==> src/rtl/ests_pkg.sv <==
// ----------------------------------------------------------------------------
// endpoint set table package
// shared types and codes for the request, response and table entry
// ----------------------------------------------------------------------------
package ests_pkg;

  typedef logic [1:0] func_t;
  typedef logic [1:0] status_t;
  typedef logic [3:0] slot_t;
  typedef logic [4:0] count_t;

  localparam func_t FUNC_SEARCH = 2'd0;
  localparam func_t FUNC_INSERT = 2'd1;
  localparam func_t FUNC_DELETE = 2'd2;

  localparam status_t ST_OK      = 2'd0;
  localparam status_t ST_ABSENT  = 2'd1;
  localparam status_t ST_PRESENT = 2'd2;
  localparam status_t ST_FULL    = 2'd3;

  typedef struct packed {
    logic        valid;
    logic [31:0] address;
    logic [15:0] port;
  } entry_t;

  typedef struct packed {
    logic clr;
    logic en;
  } scan_ctl_t;

  typedef struct packed {
    logic hit;
    logic free;
  } scan_flags_t;

endpackage

==> src/rtl/ests_if.sv <==
// ----------------------------------------------------------------------------
// endpoint set table channels
// valid/ready request and response interfaces
// ----------------------------------------------------------------------------
interface ests_req_if;
  logic                valid;
  logic                ready;
  ests_pkg::func_t     func;
  logic [31:0]         peer_addr;
  logic [15:0]         port;

  modport source (output valid, output func, output peer_addr, output port, input ready);
  modport sink   (input valid, input func, input peer_addr, input port, output ready);
endinterface

interface ests_rsp_if;
  logic                valid;
  logic                ready;
  ests_pkg::status_t   status;
  ests_pkg::slot_t     slot;
  ests_pkg::count_t    entry_count;

  modport source (output valid, output status, output slot, output entry_count, input ready);
  modport sink   (input valid, input status, input slot, input entry_count, output ready);
endinterface

==> src/rtl/ests_mem.sv <==
// ----------------------------------------------------------------------------
// endpoint set table storage
// single write port, single registered read port
// ----------------------------------------------------------------------------
module ests_mem #(
  parameter int DEPTH = 16,
  parameter int IDX_W = 4
) (
  input  logic                clk,
  input  logic                we,
  input  logic [IDX_W-1:0]    waddr,
  input  ests_pkg::entry_t    wdata,
  input  logic [IDX_W-1:0]    raddr,
  output ests_pkg::entry_t    rdata
);
  import ests_pkg::*;

  entry_t mem [DEPTH];
  entry_t rdata_r;

  always_ff @(posedge clk) begin
    if (we) begin
      mem[waddr] <= wdata;
    end
  end

  always_ff @(posedge clk) begin
    rdata_r <= mem[raddr];
  end

  assign rdata = rdata_r;

endmodule

==> src/rtl/ests_scan.sv <==
// ----------------------------------------------------------------------------
// endpoint set table scan unit
// compares one entry a cycle while enabled and keeps the lowest hit and lowest free slot
// ----------------------------------------------------------------------------
module ests_scan #(
  parameter int IDX_W = 4
) (
  input  logic                  clk,
  input  logic                  rst_n,
  input  ests_pkg::scan_ctl_t   ctl,
  input  logic [IDX_W-1:0]      idx,
  input  ests_pkg::entry_t      rd_entry,
  input  logic [31:0]           key_address,
  input  logic [15:0]           key_port,
  output ests_pkg::scan_flags_t flags,
  output logic [IDX_W-1:0]      hit_idx,
  output logic [IDX_W-1:0]      free_idx
);
  import ests_pkg::*;

  scan_flags_t      flags_r, flags_nxt;
  logic [IDX_W-1:0] hit_idx_r, hit_idx_nxt;
  logic [IDX_W-1:0] free_idx_r, free_idx_nxt;
  logic             match;
  logic             empty;

  assign match = rd_entry.valid && (rd_entry.address == key_address) &&
                 (rd_entry.port == key_port);
  assign empty = !rd_entry.valid;

  always_comb begin
    flags_nxt    = flags_r;
    hit_idx_nxt  = hit_idx_r;
    free_idx_nxt = free_idx_r;
    if (ctl.clr) begin
      flags_nxt = '0;
    end else if (ctl.en) begin
      if (match && !flags_r.hit) begin
        flags_nxt.hit = 1'b1;
        hit_idx_nxt   = idx;
      end
      if (empty && !flags_r.free) begin
        flags_nxt.free = 1'b1;
        free_idx_nxt   = idx;
      end
    end
  end

  always_ff @(posedge clk) begin
    if (!rst_n) begin
      flags_r <= '0;
    end else begin
      flags_r <= flags_nxt;
    end
  end

  always_ff @(posedge clk) begin
    hit_idx_r  <= hit_idx_nxt;
    free_idx_r <= free_idx_nxt;
  end

  assign flags    = flags_r;
  assign hit_idx  = hit_idx_r;
  assign free_idx = free_idx_r;

endmodule

==> src/rtl/endpoint_set_table_core.sv <==
// ----------------------------------------------------------------------------
// endpoint set table core
// bounded set of address/port endpoints with search, insert and delete
// ----------------------------------------------------------------------------
// channel   dir  fields                          handshake
// in_req    in   func, peer_addr, port           valid/ready
// out_rsp   out  status, slot, entry_count       valid/ready
//
// a request passes through these steps in order: one to accept, one table read per
// entry through the single read port, one to drain the compare and one to
// decide and write back.
// after reset a clearing pass marks every entry invalid; no request is taken
// meanwhile. a new request is taken while a response waits; the decide step
// holds until the response register is free.
// ----------------------------------------------------------------------------
module endpoint_set_table_core #(
  parameter int TABLE_DEPTH = 16
) (
  input  logic          clk,
  input  logic          rst_n,
  ests_req_if.sink      in_req,
  ests_rsp_if.source    out_rsp
);
  import ests_pkg::*;

  localparam int IDX_W = (TABLE_DEPTH > 1) ? $clog2(TABLE_DEPTH) : 1;
  localparam int CNT_W = $clog2(TABLE_DEPTH + 1);
  localparam logic [IDX_W-1:0] LAST_IDX = IDX_W'(TABLE_DEPTH - 1);

  localparam logic [2:0] S_CLEAR = 3'd0;
  localparam logic [2:0] S_IDLE  = 3'd1;
  localparam logic [2:0] S_SCAN  = 3'd2;
  localparam logic [2:0] S_TAIL  = 3'd3;
  localparam logic [2:0] S_DONE  = 3'd4;

  logic [2:0]       state_r, state_nxt;
  logic [IDX_W-1:0] idx_r, idx_nxt;
  logic             cmp_en_r;
  logic [IDX_W-1:0] cmp_idx_r;
  func_t            func_r;
  logic [31:0]      key_addr_r;
  logic [15:0]      key_port_r;
  logic [CNT_W-1:0] count_r, count_nxt;
  logic             out_valid_r;
  status_t          out_status_r;
  slot_t            out_slot_r;
  count_t           out_count_r;

  logic             in_fire;
  logic             done_fire;
  status_t          status_sel;
  logic [IDX_W-1:0] slot_sel;

  logic             mem_we;
  logic [IDX_W-1:0] mem_waddr;
  entry_t           mem_wdata;
  entry_t           mem_rdata;

  scan_ctl_t        scan_ctl;
  scan_flags_t      scan_flags;
  logic [IDX_W-1:0] hit_idx;
  logic [IDX_W-1:0] free_idx;

  assign in_req.ready = (state_r == S_IDLE);
  assign in_fire      = in_req.valid && in_req.ready;
  assign done_fire    = (state_r == S_DONE) && (!out_valid_r || out_rsp.ready);

  assign scan_ctl.clr = in_fire;
  assign scan_ctl.en  = cmp_en_r;

  ests_mem #(
    .DEPTH (TABLE_DEPTH),
    .IDX_W (IDX_W)
  ) u_mem (
    .clk   (clk),
    .we    (mem_we),
    .waddr (mem_waddr),
    .wdata (mem_wdata),
    .raddr (idx_r),
    .rdata (mem_rdata)
  );

  ests_scan #(
    .IDX_W (IDX_W)
  ) u_scan (
    .clk         (clk),
    .rst_n       (rst_n),
    .ctl         (scan_ctl),
    .idx         (cmp_idx_r),
    .rd_entry    (mem_rdata),
    .key_address (key_addr_r),
    .key_port    (key_port_r),
    .flags       (scan_flags),
    .hit_idx     (hit_idx),
    .free_idx    (free_idx)
  );

  // decision and write back
  always_comb begin
    status_sel        = ST_ABSENT;
    slot_sel          = '0;
    count_nxt         = count_r;
    mem_we            = 1'b0;
    mem_waddr         = idx_r;
    mem_wdata.valid   = 1'b0;
    mem_wdata.address = key_addr_r;
    mem_wdata.port    = key_port_r;
    if (state_r == S_CLEAR) begin
      mem_we = 1'b1;
    end else begin
      case (func_r)
        FUNC_INSERT: begin
          if (scan_flags.hit) begin
            status_sel = ST_PRESENT;
            slot_sel   = hit_idx;
          end else if (scan_flags.free) begin
            status_sel      = ST_OK;
            slot_sel        = free_idx;
            count_nxt       = count_r + CNT_W'(1);
            mem_we          = done_fire;
            mem_waddr       = free_idx;
            mem_wdata.valid = 1'b1;
          end else begin
            status_sel = ST_FULL;
          end
        end
        FUNC_DELETE: begin
          if (scan_flags.hit) begin
            status_sel = ST_OK;
            slot_sel   = hit_idx;
            count_nxt  = count_r - CNT_W'(1);
            mem_we     = done_fire;
            mem_waddr  = hit_idx;
          end
        end
        default: begin
          if (scan_flags.hit) begin
            status_sel = ST_OK;
            slot_sel   = hit_idx;
          end
        end
      endcase
    end
  end

  always_comb begin
    state_nxt = state_r;
    idx_nxt   = idx_r;
    case (state_r)
      S_CLEAR: begin
        idx_nxt = idx_r + IDX_W'(1);
        if (idx_r == LAST_IDX) begin
          idx_nxt   = '0;
          state_nxt = S_IDLE;
        end
      end
      S_IDLE: begin
        idx_nxt = '0;
        if (in_fire) begin
          state_nxt = S_SCAN;
        end
      end
      S_SCAN: begin
        idx_nxt = idx_r + IDX_W'(1);
        if (idx_r == LAST_IDX) begin
          idx_nxt   = '0;
          state_nxt = S_TAIL;
        end
      end
      S_TAIL: begin
        state_nxt = S_DONE;
      end
      S_DONE: begin
        if (done_fire) begin
          state_nxt = S_IDLE;
        end
      end
      default: begin
        state_nxt = S_IDLE;
      end
    endcase
  end

  always_ff @(posedge clk) begin
    if (!rst_n) begin
      state_r     <= S_CLEAR;
      idx_r       <= '0;
      cmp_en_r    <= 1'b0;
      count_r     <= '0;
      out_valid_r <= 1'b0;
    end else begin
      state_r  <= state_nxt;
      idx_r    <= idx_nxt;
      cmp_en_r <= (state_r == S_SCAN);
      if (done_fire) begin
        count_r     <= count_nxt;
        out_valid_r <= 1'b1;
      end else if (out_rsp.ready) begin
        out_valid_r <= 1'b0;
      end
    end
  end

  always_ff @(posedge clk) begin
    cmp_idx_r <= idx_r;
    if (in_fire) begin
      func_r     <= in_req.func;
      key_addr_r <= in_req.peer_addr;
      key_port_r <= in_req.port;
    end
    if (done_fire) begin
      out_status_r <= status_sel;
      out_slot_r   <= slot_t'(slot_sel);
      out_count_r  <= count_t'(count_nxt);
    end
  end

  assign out_rsp.valid       = out_valid_r;
  assign out_rsp.status      = out_status_r;
  assign out_rsp.slot        = out_slot_r;
  assign out_rsp.entry_count = out_count_r;

endmodule

==> src/flat_wrapper.sv <==
// flat-port wrapper written by rule: the top's interface ports become plain ports
module endpoint_set_table_core_flat import ests_pkg::*;
#(
  parameter int TABLE_DEPTH = 16
)
  (clk, rst_n, in_req_valid, in_req_func, in_req_peer_addr, in_req_port, in_req_ready, out_rsp_valid, out_rsp_status, out_rsp_slot, out_rsp_entry_count, out_rsp_ready);
  ests_req_if in_req_i ();
  ests_rsp_if out_rsp_i ();
  input  logic clk;
  input  logic rst_n;
  input wire logic [$bits(in_req_i.valid)-1:0] in_req_valid;
  input wire logic [$bits(in_req_i.func)-1:0] in_req_func;
  input wire logic [$bits(in_req_i.peer_addr)-1:0] in_req_peer_addr;
  input wire logic [$bits(in_req_i.port)-1:0] in_req_port;
  output wire logic [$bits(in_req_i.ready)-1:0] in_req_ready;
  output wire logic [$bits(out_rsp_i.valid)-1:0] out_rsp_valid;
  output wire logic [$bits(out_rsp_i.status)-1:0] out_rsp_status;
  output wire logic [$bits(out_rsp_i.slot)-1:0] out_rsp_slot;
  output wire logic [$bits(out_rsp_i.entry_count)-1:0] out_rsp_entry_count;
  input wire logic [$bits(out_rsp_i.ready)-1:0] out_rsp_ready;
  assign in_req_i.valid = in_req_valid;
  assign in_req_i.func = in_req_func;
  assign in_req_i.peer_addr = in_req_peer_addr;
  assign in_req_i.port = in_req_port;
  assign in_req_ready = in_req_i.ready;
  assign out_rsp_valid = out_rsp_i.valid;
  assign out_rsp_status = out_rsp_i.status;
  assign out_rsp_slot = out_rsp_i.slot;
  assign out_rsp_entry_count = out_rsp_i.entry_count;
  assign out_rsp_i.ready = out_rsp_ready;
  endpoint_set_table_core #(.TABLE_DEPTH(TABLE_DEPTH)) u_core (.clk(clk), .rst_n(rst_n), .in_req(in_req_i), .out_rsp(out_rsp_i));
endmodule
==> config.mk <==
export PLATFORM = sky130hd
export DESIGN_NAME = endpoint_set_table_core_flat
export DESIGN_NICKNAME = d
export VERILOG_FILES = /design/src/rtl/ests_pkg.sv /design/src/rtl/ests_if.sv /design/src/rtl/ests_mem.sv /design/src/rtl/ests_scan.sv /design/src/rtl/endpoint_set_table_core.sv /design/src/flat_wrapper.sv
export SDC_FILE = /design/constraint.sdc
export NUM_CORES = 1
export LEC_CHECK = 0
export ABC_AREA = 0
export BUFFER_PORTS_ARGS = -buffer_cell sky130_fd_sc_hd__buf_4
export CORE_MARGIN = 10
export CORE_UTILIZATION = 47
export CTS_BUF_LIST = sky130_fd_sc_hd__clkbuf_16
export DETAILED_ROUTE_END_ITERATION = 8
export HOLD_SLACK_MARGIN = 0.06
export PLACE_DENSITY_LB_ADDON = 0.1
export SLEW_MARGIN = 20
export SYNTH_ARGS = -nofsm -noshare
export SYNTH_HDL_FRONTEND = slang
export SYNTH_SLANG_ARGS = --single-unit
export TNS_END_PERCENT = 100
==> constraint.sdc <==
create_clock -name clk -period 6.35 [get_ports clk]
set_clock_uncertainty 0.2 [all_clocks]
set_input_delay 0.3175 -clock clk [delete_from_list [all_inputs] [get_ports clk]]
set_output_delay 0.3175 -clock clk [all_outputs]
set_load 0.01 [all_outputs]
==> metrics.md, run 1 <==
| Metric | Value |
|---|---|
| Outcome | completed |
| Mapped Avg Cell Area | 23.5 sq um |
| Top post-synthesis cells by area | edfxtp_1 75%, mux4_2 16%, dfxtp_1 4.0% |
| Leak Pwr | 12.6 nW |
| DIE HEIGHT | 290 um |
| Crit path launch type | flop |
| Cells after Synth | 1460 |
| Area leader, netlist | edfxtp_1 |
| Synth warn | 0 |
| Via/cell ratio | 5.76 |
| Syn nets | 1519 |
| Final WL | 75700 um |
| Max stage delay on crit path | 0.98 ns |
| Primary FF master, synth | edfxtp_1 |
| Std cell rows | 99 |
| Die width | 290 um |
| Detail Route Antenna Nets | 0 |
| Critical path buffers and inverters | 2 |
| Via count | 15500 |
| FF+latch area | 0.0270 sq mm |
| Antenna diode count | 0 |
| Setup Viol. Count Final | 0 |
| Setup tns final | 0 ns |
| PortBufs | 66 |
| CP max FO | 25 |
| First-pass iteration count of the detailed router | 5 |
| Most frequent cell after synthesis | edfxtp_1 |
| Clock Path Buffers | 3 |
| Initial Utilization | 47.2% |
| RSZ-0062 raised after global routing | no |
| Worst EP required | 6.46 ns |
| Post-DP HPWL | 44200 um |
| Pwr/cell area | 327 mW/mm^2 |
| Final Max Tran Viols | 0 |
| Area growth from synthesis to layout | 16.0% |
| DR WL/cell | 28.1 um |
| Maximum VDD drop | 178 uV |
| Core Region | 0.0727 sq mm |
| Worst Tran Pin Value | 1.14 ns |
| Htree depth | 3 |
| Commonest cells in the synthesized netlist | 853 x edfxtp_1, 245 x mux4_2, 69 x dfxtp_1 |
| Achievable Freq | 244 MHz |
| CP top delay family | simple AND/OR/NAND/NOR gates |
| Worst path slowest cell | nor2_4 |
| DR iter-0 viols | 1700 |
| Vias in the first global route | 16000 |
| Final layout net count | 1708 |
| Crit path time final | 4.10 ns |
| Clock Tree Root | clkbuf_16 |
| CP Data Arrival Time | 4.21 ns |
| Share of the synthesized area in the top cell type | 74.6% |
| Netlist cell types | 51 |
| Max-cap viol count | 0 |
| Synth Cell Area | 0.0343 sq mm |
| Worst path cell trace | inv_1 -> ha_1 -> and3b_1 -> a22o_1 -> a32o_1 -> nand3_1 -> nor2_4 -> buf_4 |
| First-pass GRT wire length | 111000 um |
| Grt total ovfl | 0 |
| Die area | 0.0843 sq mm |
| Hold Crit Class | in -> reg |
| GRT Resource Usage Total | 17.8% |
| Num CTS Buffers | 95 |
| Setup Crit Path Kind | reg -> reg |
| Synthesis-stage register bit count | 922 |
| Async set or reset register ratio after synthesis | 0% |
| CTS tree | done |
| Ports | 67 |
| # clock sinks | 922 |
| GP Congestion | 0.757 |
| # fillers | 5433 |
| Core Util, Final | 54.8% |
| Layout cells sized above 1 | 29.5% |
| Worst Hold Slack | 0.191 ns |
| Clk_lat worst skew | 0.64 ns |
| CP Capture Type | flop |
| Post-cts resize count | 0 |
| Relative slew slack | 23.7% |
| Multi-input gate area | 0.00711 sq mm |
| Fin. Hold Viols | 0 |
| Largest net degree at the start of global routing | 93 |
| EDFF count, synth | 853 |
| Period utilization | 64.6% |
| Seq/Total Area, Yosys | 78.6% |
| DRC violations left | 0 |
| Initial antenna violation count | 1 |
| Clock transition at path regs | 0.06 ns |
## through the flow
step / area (sq um) / cells / setup WS [ns] / power, W
after CTS: 39800 / 2688 / 2.24 / 0.0132
after global routing: 39800 / 2690 / 1.96 / 0.0134
final: 39800 / 2690 / 2.25 / 0.0130
after detailed placement: 36200 / 2455 / 2.26 / 0.00768
after global placement: 36100 / 2454 / 2.34 / 0.00767
after floorplan: 34300 / 1460 / 1.74 / 0.00741
## sequential cells by signal (all words and copies together), names as in the netlist
register	cells
u_core.u_mem.mem	784
u_core.u_mem.rdata	49
u_core.key_addr_r	32
u_core.key_port_r	16
u_core.count_r	5
u_core.out_rsp.entry_count	5
u_core.cmp_idx_r	4
u_core.idx_r	4
u_core.out_rsp.slot	4
u_core.u_scan.free_idx	4
u_core.u_scan.hit_idx	4
u_core.state_r	3
u_core.func_r	2
u_core.out_rsp.status	2
u_core.u_scan.flags	2
u_core.cmp_en_r	1
u_core.out_rsp.valid	1
## kinds of logic (layout without fill, tap and decap cells)
logic type / after synthesis / in the layout / share of synthesized area (%)
buf+inv: 77 / 348 / 1.01
flops: 922 / 922 / 78.6
compound gates: 49 / 49 / 1.06
mux: 248 / 248 / 16.2
simple gates: 111 / 111 / 1.72
xor+xnor: 48 / 48 / 1.22
fa+ha+maj: 5 / 5 / 0.182
## what timing repair did
| action | CTS | global route |
|---|---|---|
| hold buffers | 54 | 0 |
| buffers inserted | 0 | 0 |
| hold endpoints to repair | 66 | 0 |
## cell type report
class	instances	share of cell area, %
Multi-Input combinational cell	461	17.9
Inverter	12	0.119
Sequential cell	922	67.8
Tap cell	959	3.01
Clock inverter	81	1.60
Timing Repair Buffer	157	3.46
Clock buffer	98	6.16
## placed cells by master (no fill, tap or decap), types with 15 or more instances in the layout
cell,n
clkinv_1,28
mux4_2,245
nor2_1,15
dlygate4sd3_1,54
clkbuf_16,98
dfxtp_1,66
inv_1,25
clkinv_2,20
nor2_4,16
edfxtp_1,853
xnor2_1,47
buf_4,99
nand2_1,20
## worst paths after layout
check                                    startpoint                        to  slack, ns  cells past startpoint
worst max-delay path               u_core.func_r[1]   u_core.u_mem.mem[4][31]       2.25                      8
worst min register to register  u_core.cmp_idx_r[2]  u_core.u_scan.hit_idx[2]       0.23                      0
worst max register to register     u_core.func_r[1]   u_core.u_mem.mem[4][31]       2.25                      8
worst min-delay path            in_req_peer_addr[7]      u_core.key_addr_r[7]       0.19                      2
## per-layer routing
metal | GRT usage (%) | wire length (um)
met3 | 3.27 | 5340
met2 | 25.3 | 33400
met5 | 0 | 0
met1 | 27.8 | 35400
met4 | 5.18 | 1560
## power breakdown
group | total (W) | internal, W | switching [W]
clock | 0.00546 | 0.00320 | 0.00226
sequential | 0.00681 | 0.00673 | 0.0000849
combinational | 0.000754 | 0.000385 | 0.000369
Power figures use the tool's default switching activity.
==> run 2, diff against run 1 <==
==> constraint.sdc (replaced) <==
create_clock -name clk -period 3.4 [get_ports clk]
set_clock_uncertainty 0.2 [all_clocks]
set_input_delay 0.17 -clock clk [delete_from_list [all_inputs] [get_ports clk]]
set_output_delay 0.17 -clock clk [all_outputs]
set_load 0.01 [all_outputs]
==> run 2 against run 1 <==
Effect of this change:
- die area did not move
- wire length is 3.7% lower
- critical path type unchanged
- first-iteration DRC count fell by 34%
- sequential share of layout area fell by 1.9 points
- core utilization is 1.6 points higher
- combinational power grew 99%
- setup slack got worse by 2.0 ns
==> metrics.md, run 2 (synthesis results as in run 1) <==
| Metric | Value |
|---|---|
| Sw Share | 20.9% |
| Via count | 15600 |
| Ports | 67 |
| Fin. Hold Viols | 0 |
| Hold Crit Class | in -> reg |
| Worst EP required | 3.51 ns |
| Via/cell ratio | 5.63 |
| GRT Resource Usage Total | 17.3% |
| Dpl ws | 0.197 ns |
| Final Max Tran Viols | 0 |
| Setup Crit Path Kind | reg -> reg |
| DRC violations left | 0 |
| Largest net degree at the start of global routing | 54 |
| Pwr/cell area | 595 mW/mm^2 |
| Worst Hold Slack | 0.0940 ns |
| First-pass iteration count of the detailed router | 7 |
| Clock transition at path regs | 0.06 ns |
| RSZ-0062 raised after global routing | no |
| Setup Viol. Count Final | 0 |
| Die width | 290 um |
| Area growth from synthesis to layout | 19.3% |
| Num CTS Buffers | 95 |
| Achievable Freq | 316 MHz |
| Most common cell after layout, fill and taps aside | edfxtp_1 |
| Clock share of power | 41.8% |
| Post-route setup slack | 0.237 ns |
| CP max FO | 14 |
| CTS tree | done |
| Logic pwr share | 6.1% |
| Vias in the first global route | 16600 |
| Worst Tran Pin Value | 0.943 ns |
| Std cell rows | 99 |
| Htree depth | 3 |
| PortBufs | 66 |
| Initial Utilization | 47.2% |
| Core Util, Final | 56.3% |
| Top reg by flops | u_core.u_mem.mem |
| Maximum VDD drop | 376 uV |
| Die area | 0.0843 sq mm |
| Final layout net count | 1792 |
| Clock Tree Root | clkbuf_16 |
| # fillers | 5351 |
| Grt total ovfl | 0 |
| Max reg flops | 784 |
| Initial antenna violation count | 0 |
| Sw Pwr | 0.00509 W |
| Period utilization | 93.0% |
| Core Region | 0.0727 sq mm |
| DR WL/cell | 26.3 um |
| Clk_lat worst skew | 0.65 ns |
| Internal power consumption | 0.0193 W |
| Crit path launch type | flop |
| Crit path time final | 3.16 ns |
| # clock sinks | 922 |
| Commonest cells after routing, fill and taps aside | 853 x edfxtp_1, 245 x mux4_2, 105 x buf_4 |
| Total power | 0.0244 W |
| DIE HEIGHT | 290 um |
| FF+latch area | 0.0270 sq mm |
| Layout cells sized above 1 | 30.4% |
| Antenna diode count | 0 |
| Multi-input gate area | 0.00714 sq mm |
| CP Data Arrival Time | 3.28 ns |
| Leak Pwr | 13.1 nW |
| Buffer count from post-CTS setup fixing | 0 |
| Placed inst area | 0.0368 sq mm |
| Outcome | completed |
| Power share of the sequential group | 52.1% |
| Detail Route Antenna Nets | 0 |
| First-pass GRT wire length | 110000 um |
| GP Congestion | 0.808 |
| Relative slew slack | 36.9% |
| DR iter-0 viols | 1129 |
| CP Capture Type | flop |
| Max-cap viol count | 0 |
| Clock Path Buffers | 3 |
| Final WL | 72900 um |
| Post-DP HPWL | 40000 um |
| Final Cell Area | 0.0410 sq mm |
run 2: changes by cell type in the layout (fill, tap and decap cells not counted), moves of 2 or more:
cell           previous run  this run
buf_12                    2        34
clkbuf_16                98        96
clkinv_1                 28        17
nand3_1                   5         3
clkinv_2                 20        16
dlygate4sd3_1            54       102
nand3_2                   0         2
inv_6                     2         4
buf_4                    99       105
clkinv_8                  1         3
inv_1                    25        33
buf_16                    2         0
run 2: through the flow:
stage	instances	setup TNS, ns
6_report	2771	0
5_1_grt	2771	0
4_1_cts	2771	0
3_5_place_dp	2493	0
3_3_place_gp	2493	0
2_1_floorplan	1460	-139.90
run 2: timing repair:
| item | 4_1_cts | 5_1_grt |
|---|---|---|
| hold endpoints to repair | 66 | 0 |
| hold buffers | 102 | 0 |
| endpoints found under the setup margin | 0 | 135 |
| resized for setup | 0 | 4 |
run 2: path summary, 6_finish.rpt:
path | start | to | slack (ns) | cells after the start
worst max-delay path | u_core.func_r[0] | u_core.u_mem.mem[2][28] | 0.24 | 7
worst min-delay path | in_req_peer_addr[23] | u_core.key_addr_r[23] | 0.09 | 2
worst max register to register | u_core.func_r[0] | u_core.u_mem.mem[2][28] | 0.24 | 7
worst min register to register | u_core.cmp_idx_r[2] | u_core.u_scan.hit_idx[2] | 0.23 | 0
run 2: area by class of cell:
type	count	share of cell area, %
sequential	922	65.9
inverter	12	0.116
timing repair buffer	241	6.08
clock buffer	96	5.86
clock inverter	80	1.67
multi-input combinational	461	17.4
tap	959	2.93
run 2: routing by layer:
metal	GRT usage, %	vias up	part of all wire [%]
met2	27.1	396	48
met4	5.18	0	2.1
met5	0	-	0
li1	-	6733	-
met3	2.91	96	4.7
met1	24.9	8378	46
run 2: power by group through the flow:
stage          sequential [W]  combinational (W)  clock [W]
5_1_grt                0.0127            0.00160     0.0109
2_1_floorplan          0.0129           0.000963          0
3_3_place_gp           0.0129            0.00144          0
6_report               0.0127            0.00150     0.0102
4_1_cts                0.0127            0.00154     0.0104
3_5_place_dp           0.0129            0.00144          0
run 2: worst max-delay path: stages, from the launching register on:
cell and delay (ns):
edfxtp_1 0.39, ha_1 0.33, and3b_2 0.34, a22o_1 0.26, a32o_1 0.29, or3_4 0.46
nor2_4 0.20, buf_4 0.33
